$ cat src/design/mprb_pkg.sv
`timescale 1ns / 1ps
// mprb_pkg: request/result types, operation and status codes for the
// multi-port receive ring buffer. No dependencies.
package mprb_pkg;

    localparam int CFG_REGS   = 4;
    localparam int CFG_IDX_W  = 2;
    localparam int CFG_DATA_W = 9;

    typedef enum logic [2:0] {
        OP_PUT   = 3'd0,
        OP_READ  = 3'd1,
        OP_COUNT = 3'd2,
        OP_FLUSH = 3'd3,
        OP_CLEAR = 3'd4
    } t_op;

    typedef enum logic [1:0] {
        ST_OK        = 2'd0,
        ST_EMPTY     = 2'd1,
        ST_BAD_PARAM = 2'd2
    } t_status;

    typedef enum logic [1:0] {
        S_CLEAR,
        S_IDLE,
        S_RUN
    } t_state;

    typedef struct packed {
        logic [2:0] operation;
        logic [1:0] port;
        logic [7:0] byte_in;
        logic [6:0] read_length;
    } t_req;

    typedef struct packed {
        logic [7:0] read_byte;
        logic       byte_valid;
        logic [1:0] status;
        logic [7:0] buffered_count;
        logic       last;
    } t_result;

    typedef struct packed {
        logic    single_vld;
        t_result single_res;
        logic    byte_vld;
        logic    byte_last;
    } t_emit;

endpackage

$ cat src/design/mprb_ctrl.sv
`timescale 1ns / 1ps
// mprb_ctrl: size registers, per-port pointers, request decode, clearing
// pass and read sequencer. Depends on mprb_pkg.
module mprb_ctrl #(
    parameter int PORT_COUNT = 4,
    parameter int PORT_DEPTH = 256,
    parameter int MAX_READ   = 64,
    parameter int NP         = 4,
    parameter int AW         = 10
) (
    input  logic                               i_clk,
    input  logic                               i_rst_n,
    input  logic                               start,
    output logic                               busy,
    input  mprb_pkg::t_req                     i_req,
    input  logic                               i_cfg_we,
    input  logic [mprb_pkg::CFG_IDX_W-1:0]     i_cfg_index,
    input  logic [mprb_pkg::CFG_DATA_W-1:0]    i_cfg_data,
    output logic                               o_mem_we,
    output logic [AW-1:0]                      o_mem_waddr,
    output logic [7:0]                         o_mem_wdata,
    output logic [AW-1:0]                      o_mem_raddr,
    output mprb_pkg::t_emit                    o_emit
);
    import mprb_pkg::*;

    localparam int MD  = NP * PORT_DEPTH;
    localparam int PW  = $clog2(PORT_DEPTH);
    localparam int SW  = $clog2(PORT_DEPTH + 1);
    localparam int SX  = SW + 1;
    localparam int PIW = (NP > 1) ? $clog2(NP) : 1;

    t_state                r_state, n_state;
    logic [CFG_DATA_W-1:0] r_size [CFG_REGS];
    logic [CFG_DATA_W-1:0] n_size [CFG_REGS];
    logic [PW-1:0]         r_wp [NP];
    logic [PW-1:0]         n_wp [NP];
    logic [PW-1:0]         r_rp [NP];
    logic [PW-1:0]         n_rp [NP];
    logic [AW-1:0]         r_clr_addr, n_clr_addr;
    logic [PIW-1:0]        r_run_port, n_run_port;
    logic [PW-1:0]         r_run_ptr, n_run_ptr;
    logic [SW-1:0]         r_run_size, n_run_size;
    logic [6:0]            r_run_left, n_run_left;
    logic                  r_rd_vld, n_rd_vld;
    logic                  r_rd_last, n_rd_last;

    logic                  accept;
    logic                  port_ok;
    logic [PIW-1:0]        pidx;
    logic [SW-1:0]         sz;
    logic [SW-1:0]         cs;
    logic [PW-1:0]         w_ptr, r_ptr;
    logic [AW-1:0]         base_a;
    logic [SW-1:0]         v_nxt;
    logic [SX-1:0]         v_sum;
    logic [SW-1:0]         v_run_nxt;

    function automatic logic [SW-1:0] f_size(input logic [CFG_DATA_W-1:0] v);
        int unsigned s;
        s = 32'(v);
        if (s < 32'd2) s = 32'd2;
        if (s > 32'(PORT_DEPTH)) s = 32'(PORT_DEPTH);
        return SW'(s);
    endfunction

    assign busy    = (r_state != S_IDLE) || r_rd_vld;
    assign accept  = start && !busy;
    assign port_ok = (int'(i_req.port) < PORT_COUNT);
    assign pidx    = i_req.port[PIW-1:0];
    assign sz      = f_size(r_size[i_req.port]);
    assign cs      = f_size(i_cfg_data);
    assign w_ptr   = r_wp[pidx];
    assign r_ptr   = r_rp[pidx];
    assign base_a  = AW'(int'(pidx) * PORT_DEPTH);

    always_comb begin
        n_state      = r_state;
        n_size       = r_size;
        n_wp         = r_wp;
        n_rp         = r_rp;
        n_clr_addr   = r_clr_addr;
        n_run_port   = r_run_port;
        n_run_ptr    = r_run_ptr;
        n_run_size   = r_run_size;
        n_run_left   = r_run_left;
        n_rd_vld     = 1'b0;
        n_rd_last    = 1'b0;
        o_mem_we     = 1'b0;
        o_mem_waddr  = base_a + AW'(w_ptr);
        o_mem_wdata  = i_req.byte_in;
        o_mem_raddr  = AW'(int'(r_run_port) * PORT_DEPTH) + AW'(r_run_ptr);
        o_emit.single_vld = 1'b0;
        o_emit.single_res = '0;
        o_emit.byte_vld   = r_rd_vld;
        o_emit.byte_last  = r_rd_last;
        v_nxt        = SW'(w_ptr) + SW'(1);
        v_sum        = SX'(r_ptr) + SX'(i_req.read_length);
        v_run_nxt    = SW'(r_run_ptr) + SW'(1);

        case (r_state)
            S_CLEAR: begin
                o_mem_we    = 1'b1;
                o_mem_waddr = r_clr_addr;
                o_mem_wdata = '0;
                if (r_clr_addr == AW'(MD - 1)) begin
                    n_state = S_IDLE;
                end else begin
                    n_clr_addr = r_clr_addr + AW'(1);
                end
            end
            S_RUN: begin
                n_rd_vld   = 1'b1;
                n_rd_last  = (r_run_left == 7'd1);
                n_run_left = r_run_left - 7'd1;
                n_run_ptr  = (v_run_nxt >= r_run_size) ? '0 : PW'(v_run_nxt);
                if (r_run_left == 7'd1) begin
                    n_state = S_IDLE;
                end
            end
            S_IDLE: begin
                if (accept) begin
                    case (i_req.operation)
                        OP_PUT: begin
                            if (port_ok) begin
                                o_mem_we    = 1'b1;
                                n_wp[pidx]  = (v_nxt >= sz) ? '0 : PW'(v_nxt);
                            end
                        end
                        OP_READ: begin
                            o_emit.single_res.last = 1'b1;
                            if (!port_ok || int'(i_req.read_length) >= int'(sz)
                                    || int'(i_req.read_length) > MAX_READ) begin
                                o_emit.single_vld        = 1'b1;
                                o_emit.single_res.status = ST_BAD_PARAM;
                            end else if (w_ptr == r_ptr) begin
                                o_emit.single_vld        = 1'b1;
                                o_emit.single_res.status = ST_EMPTY;
                            end else if (i_req.read_length == 7'd0) begin
                                o_emit.single_vld        = 1'b1;
                                o_emit.single_res.status = ST_OK;
                            end else begin
                                n_state    = S_RUN;
                                n_run_port = pidx;
                                n_run_ptr  = r_ptr;
                                n_run_size = sz;
                                n_run_left = i_req.read_length;
                                if (v_sum >= SX'(sz)) begin
                                    n_rp[pidx] = PW'(v_sum - SX'(sz));
                                end else begin
                                    n_rp[pidx] = PW'(v_sum);
                                end
                            end
                        end
                        OP_COUNT: begin
                            o_emit.single_vld      = 1'b1;
                            o_emit.single_res.last = 1'b1;
                            if (!port_ok) begin
                                o_emit.single_res.status = ST_BAD_PARAM;
                            end else if (w_ptr >= r_ptr) begin
                                o_emit.single_res.buffered_count =
                                    8'(SX'(w_ptr) - SX'(r_ptr));
                            end else begin
                                o_emit.single_res.buffered_count =
                                    8'(SX'(w_ptr) + SX'(sz) - SX'(r_ptr));
                            end
                        end
                        OP_FLUSH: begin
                            if (port_ok) begin
                                n_rp[pidx] = w_ptr;
                            end
                        end
                        OP_CLEAR: begin
                            if (port_ok) begin
                                n_rp[pidx] = '0;
                                n_wp[pidx] = '0;
                            end
                        end
                        default: begin
                        end
                    endcase
                end
            end
            default: begin
                n_state = S_IDLE;
            end
        endcase

        if (i_cfg_we) begin
            for (int k = 0; k < CFG_REGS; k++) begin
                if (i_cfg_index == CFG_IDX_W'(k)) begin
                    n_size[k] = i_cfg_data;
                end
            end
            for (int k = 0; k < NP; k++) begin
                if (i_cfg_index == CFG_IDX_W'(k)) begin
                    if (SW'(r_wp[k]) >= cs) n_wp[k] = '0;
                    if (SW'(r_rp[k]) >= cs) n_rp[k] = '0;
                end
            end
        end
    end

    always_ff @(posedge i_clk) begin
        if (!i_rst_n) begin
            r_state    <= S_CLEAR;
            r_clr_addr <= '0;
            r_size     <= '{default: CFG_DATA_W'(256)};
            r_wp       <= '{default: '0};
            r_rp       <= '{default: '0};
            r_rd_vld   <= 1'b0;
            r_rd_last  <= 1'b0;
        end else begin
            r_state    <= n_state;
            r_clr_addr <= n_clr_addr;
            r_size     <= n_size;
            r_wp       <= n_wp;
            r_rp       <= n_rp;
            r_rd_vld   <= n_rd_vld;
            r_rd_last  <= n_rd_last;
        end
    end

    always_ff @(posedge i_clk) begin
        r_run_port <= n_run_port;
        r_run_ptr  <= n_run_ptr;
        r_run_size <= n_run_size;
        r_run_left <= n_run_left;
    end

endmodule

$ cat config.mk
export PLATFORM = sky130hd
export DESIGN_NAME = mprb_ctrl
export DESIGN_NICKNAME = d
export VERILOG_FILES = /design/src/design/mprb_pkg.sv /design/src/design/mprb_ctrl.sv
export SDC_FILE = /design/constraint.sdc
export NUM_CORES = 1
export LEC_CHECK = 0
export ABC_CLOCK_PERIOD_IN_PS = 11700
export BUFFER_PORTS_ARGS = -buffer_cell sky130_fd_sc_hd__buf_2
export CAP_MARGIN = 40
export CORE_MARGIN = 3
export CORE_UTILIZATION = 60
export DETAILED_ROUTE_END_ITERATION = 8
export PLACE_DENSITY = 0.8
export SKIP_CTS_REPAIR_TIMING = 1
export SLEW_MARGIN = 30
export SYNTH_ARGS = -nofsm -noshare
export SYNTH_HDL_FRONTEND = slang
export SYNTH_SLANG_ARGS = --single-unit
$ cat constraint.sdc
create_clock -name i_clk -period 11.7 [get_ports i_clk]
set_input_delay 1.755 -clock i_clk [delete_from_list [all_inputs] [get_ports i_clk]]
set_output_delay 1.755 -clock i_clk [all_outputs]
set_load 0.05 [all_outputs]
**After elaboration in Yosys (flattened, before gate mapping)**

Index checks and enable logic that the tools add are counted.

- Register bits after elaboration: 140
- Latch bits: 0
- Memory bits (writable): 0
- Memory bits (read-only): 0
- Bits of input ports: 35
- Output and inout bits: 53
- Memories: 0

- Add/subtract/negate cells: 11
- Multipliers: 0
- Divide/modulo/power cells: 0
- $lt $le $gt $ge: 20
- Equal/unequal tests: 20
- Shifts and indexed selects: 0
- Muxes and demuxes: 89
- Bitwise gates (word level): 8
- Reduce and logical (&&, ||, !) cells: 20

Operators with widths:

| kind | count |
|---|---|
| 2-to-1 mux 32 bit | 10 |
| 2-to-1 mux 8 bit | 31 |
| bitwise mux 32 bit | 4 |
| case mux 32 bit (3 select lines) | 1 |
| greater-or-equal comparator 8 x 9 -> 1 bit | 8 |
| AND 32 bit | 2 |
| > comparator 32 x 9 -> 1 bit (second input constant) | 2 |
| case mux 32 bit (2 select lines) | 1 |
| 2-to-1 mux 9 bit | 6 |
| 2-to-1 mux 7 bit | 5 |
| binary-select mux 8 bit (select 2 bit) | 2 |
| inverter 32 bit | 1 |
| greater-or-equal comparator 9 bit | 3 |
| subtractor 8 bit | 3 |
| 2-to-1 mux 11 bit | 2 |
| adder 10 x 8 -> 10 bit | 2 |
| adder 8 x 1 -> 9 bit (second input constant) | 2 |
| binary-select mux 9 bit (select 2 bit) | 1 |
| < comparator 9 x 2 -> 1 bit (second input constant) | 2 |
| 2-to-1 mux 2 bit | 9 |
| demux 8 bit (select 2 bit) | 1 |
| case mux 8 bit (2 select lines) | 1 |
| case mux 7 bit (2 select lines) | 1 |
| inequality test 2 bit (second input constant) | 6 |
| other kinds (35) | 62 |

**Longest topological paths before layout**

- Depth after elaboration: 20
- Mapped depth: 20
- Mapped depth without buffers: 16

**Least setup slack after synthesis**

OpenSTA, ideal clock, no wires.

- Path kind: input port to output port
- From: input port i_req[15] in the netlist's numbering
- To: output port o_emit[10] in the netlist's numbering
- Arrival time: 6566 ps
- Path slack: 3379 ps
- Stages on the path: 14
- Path buffers: 1
- Path through: buf_6 mux4_2 or4_4 o41ai_2 nand2_1 fa_1 inv_1 ha_1 nand3_1 o211ai_1 o41ai_1 xnor3_1 and2_1 a211oi_1

RTL lines:

| what | line | source |
|---|---|---|
| start, declared | mprb_ctrl.sv:15 | `input mprb_pkg::t_req i_req,` |
| end, declared | mprb_ctrl.sv:23 | `output mprb_pkg::t_emit o_emit` |

==> metrics <==
worst reg-to-reg setup slack 6.59 ns; Final Hold Fails 0; run status finished clean; FP Rows 48; maximum vdd drop 108.2 uV; Mapped Area 0.01083 mm^2; Register-to-Register Path Depth 15; CP startpoint kind input port; slowest cell on the critical path fa_1; total power 1.189 mW; DR iter-0 viols 1215; Seq cells post-synth 140; CTS H-tree lvls 4; fin. max-slew vios 0; Max Cap Violations 0; total CTS buffers 17; fillcell total 1362; headroom to the max-slew limit 0.4257; antenna-violating nets left 0; hold_sp r_size[4]; CP required 9.95 ns; Fmax 117.4 MHz; Seq/Total Area, Yosys 0.2829; die area 0.01969 mm^2; initial core utilization 0.6194; setup ws final 3.182 ns; Die X 140.3 um; CTS Buffer Depth 2; vias per std cell 6.713; routed wire length 34600 um; first-pass iteration count of the detailed router 6; Reg clk slew, reported paths 0.06 ns; Most common cell on crit path buf_2; layout overhead on the synthesized area 10.80%; Synth Flop Type dfxtp_1; Residual DRC 0; WHS Endpoint r_size[4]; core area 0.01748 mm^2; EDFF count, synth 26; Clock Latency Late Sink 0.44 ns; grt ovf 0; RePlAce Congestion 1.057; Post-Syn Instances 1249; HP Class reg -> reg; YS warnings 0; Sink Count 140; delay-heaviest family, CP simple AND/OR/NAND/NOR gates; WS Path Type in -> out; wire length per cell 22.25 um; # port buffers 78; crit-path max FO 18; hpwl dp 25810 um; unique cell type count in the Yosys netlist 72; PwrDens 99.17 mW/mm^2; syn avg cell area 8.667 um^2; initial antenna violation count 0; DIE HEIGHT 140.3 um; Worst Hold Depth 2; Critical Path Max Stage Delay 0.59 ns; CP Buf/Inv Count 4; Static Leak 5.032 nW; Ant. Diodes 0; largest net degree at the start of global routing 50; overall routing resource usage 0.3429; total negative setup slack 0 ns; FF-to-FF End r_rp[8]; root buffer cell clkbuf_16; critical path endpoint category output port; unrepaired setup endpoints after global routing no; cell breakdown of the critical path buf_2, buf_16, mux4_2, or4_4, o41ai_2, nand2_1, fa_1, inv_1, ha_1, nand3_1, o211ai_1, o41ai_1, xnor3_1, and2_1, a211oi_1, buf_2; vias 10440; clk_skew 0.01378 ns; RR Startpoint r_rp[24]; # IOs 88; period utilization 0.7280; net total in the final layout 1487; fraction of layout cells with a size suffix above 1 0.1271; post-route minimum period 8.518 ns; dpl ws 3.255 ns; CTS tree yes; vias in the first global route 9831; Worst-Margin Slew 0.8549 ns; final setup fails 0; first-pass GRT wire length 53110 um; WP data arrival 6.76 ns; Async S/R FF share, synth 0
final cells by class:
type	count	area (um^2)	share of cell area
sequential	140	3063	0.2554
clock buffer	19	454.2	0.03787
inverter	85	319.1	0.02660
clock inverter	13	126.4	0.01054
multi-input combinational	980	7217	0.6017
tap	225	281.5	0.02347
timing repair buffer	93	533.0	0.04444
layout by cell type, fill, tap and decap left out, types with 18 or more instances in the layout:
cell / Yosys / final
ha_1: 125 / 125
nand2_1: 119 / 119
dfxtp_1: 114 / 114
nor2_1: 99 / 99
a21oi_1: 97 / 97
inv_1: 85 / 85
buf_2: 8 / 79
o21ai_0: 66 / 66
nand3_1: 34 / 34
a21o_1: 30 / 30
xnor2_1: 27 / 27
edfxtp_1: 26 / 26
mux4_2: 24 / 24
nand2b_1: 24 / 24
mux2i_1: 24 / 24
nor3_1: 22 / 22
a32oi_1: 22 / 22
nor2b_1: 20 / 20
a211oi_1: 19 / 19
a22oi_1: 19 / 19
clkbuf_16: 0 / 18
kinds of logic after synthesis:
| kind of cell | share of synthesized area |
|---|---|
| and+or+nand+nor | 0.1693 |
| AOI/OAI and AO/OA | 0.2161 |
| DFF | 0.2829 |
| buffers and inverters | 0.05363 |
| adders and majority gates | 0.1630 |
| muxes | 0.07940 |
| xor gates and xnor gates | 0.03525 |
| other | 0.0003464 |
how the worst max path moves through the flow:
| stage | start | endpoint | slack (ns) | cells after the start |
|---|---|---|---|---|
| 3_3_place_gp | i_req[15] | o_emit[10] | 3.11 | 15 |
| 3_5_place_dp | i_req[15] | o_emit[10] | 3.26 | 16 |
| 2_1_floorplan | i_req[15] | o_emit[10] | 3.38 | 14 |
| 4_1_cts | i_req[15] | o_emit[10] | 3.21 | 16 |
| 6_report | i_req[15] | o_emit[10] | 3.18 | 16 |
| 5_1_grt | i_req[15] | o_emit[10] | 2.93 | 16 |
power breakdown:
group	internal (mW)	switching, mW
logic	0.0523	0.0966
registers	0.494	0.00374
clock network	0.309	0.233
total	0.856	0.334
layer usage:
layer	up-vias	global-route usage	wire (um)
met2	710	0.5302	15300
met1	4825	0.4437	13040
li1	4743	-	-
met4	0	0.1871	2185
met3	160	0.08057	4076
met5	-	0	0
cells in the mapped netlist, drive strengths merged, types with 11 or more instances:
master | instances | area [um^2]
dfxtp | 114 | 2282
o21ai | 71 | 355.3
ha | 125 | 1564
mux4 | 24 | 540.5
and3 | 11 | 68.82
nand3 | 34 | 170.2
buf | 25 | 160.2
a211oi | 19 | 142.6
a21o | 30 | 225.2
nor3 | 22 | 110.1
inv | 85 | 319.1
a32oi | 22 | 192.7
a22oi | 19 | 142.6
nand2b | 24 | 150.1
nand2 | 119 | 446.7
xor2 | 14 | 122.6
a21oi | 98 | 494.2
nor2 | 99 | 371.6
mux2i | 24 | 240.2
clkbuf | 27 | 101.4
xnor2 | 27 | 236.5
edfxtp | 26 | 780.8
nor2b | 20 | 125.1
stage by stage:
stage | cells | hold WS [ns] | util | instance area, um^2
2_1_floorplan | 1257 | 0.4331 | - | 10860
3_3_place_gp | 1519 | 0.4434 | 0.6496 | 11350
3_5_place_dp | 1522 | 0.4475 | 0.6519 | 11390
4_1_cts | 1554 | 0.4557 | 0.6851 | 11970
5_1_grt | 1555 | 0.4815 | 0.6863 | 11990
6_report | 1555 | 0.4556 | 0.6863 | 11990
registers in the layout (all words and copies together), names as in the netlist:
register and cells:
r_run_ptr 8, r_rd_last 1, r_wp 32, r_rp 32, r_state 2, r_run_left 7
r_run_port 2, r_rd_vld 1, r_clr_addr 10, r_run_size 9, r_size 36
worst min-delay path, stage by stage, from the launching register on:
cell     delay [ns]
dfxtp_1        0.31
nand2_1        0.05
a21oi_1        0.05
Power figures use the tool's default switching activity.
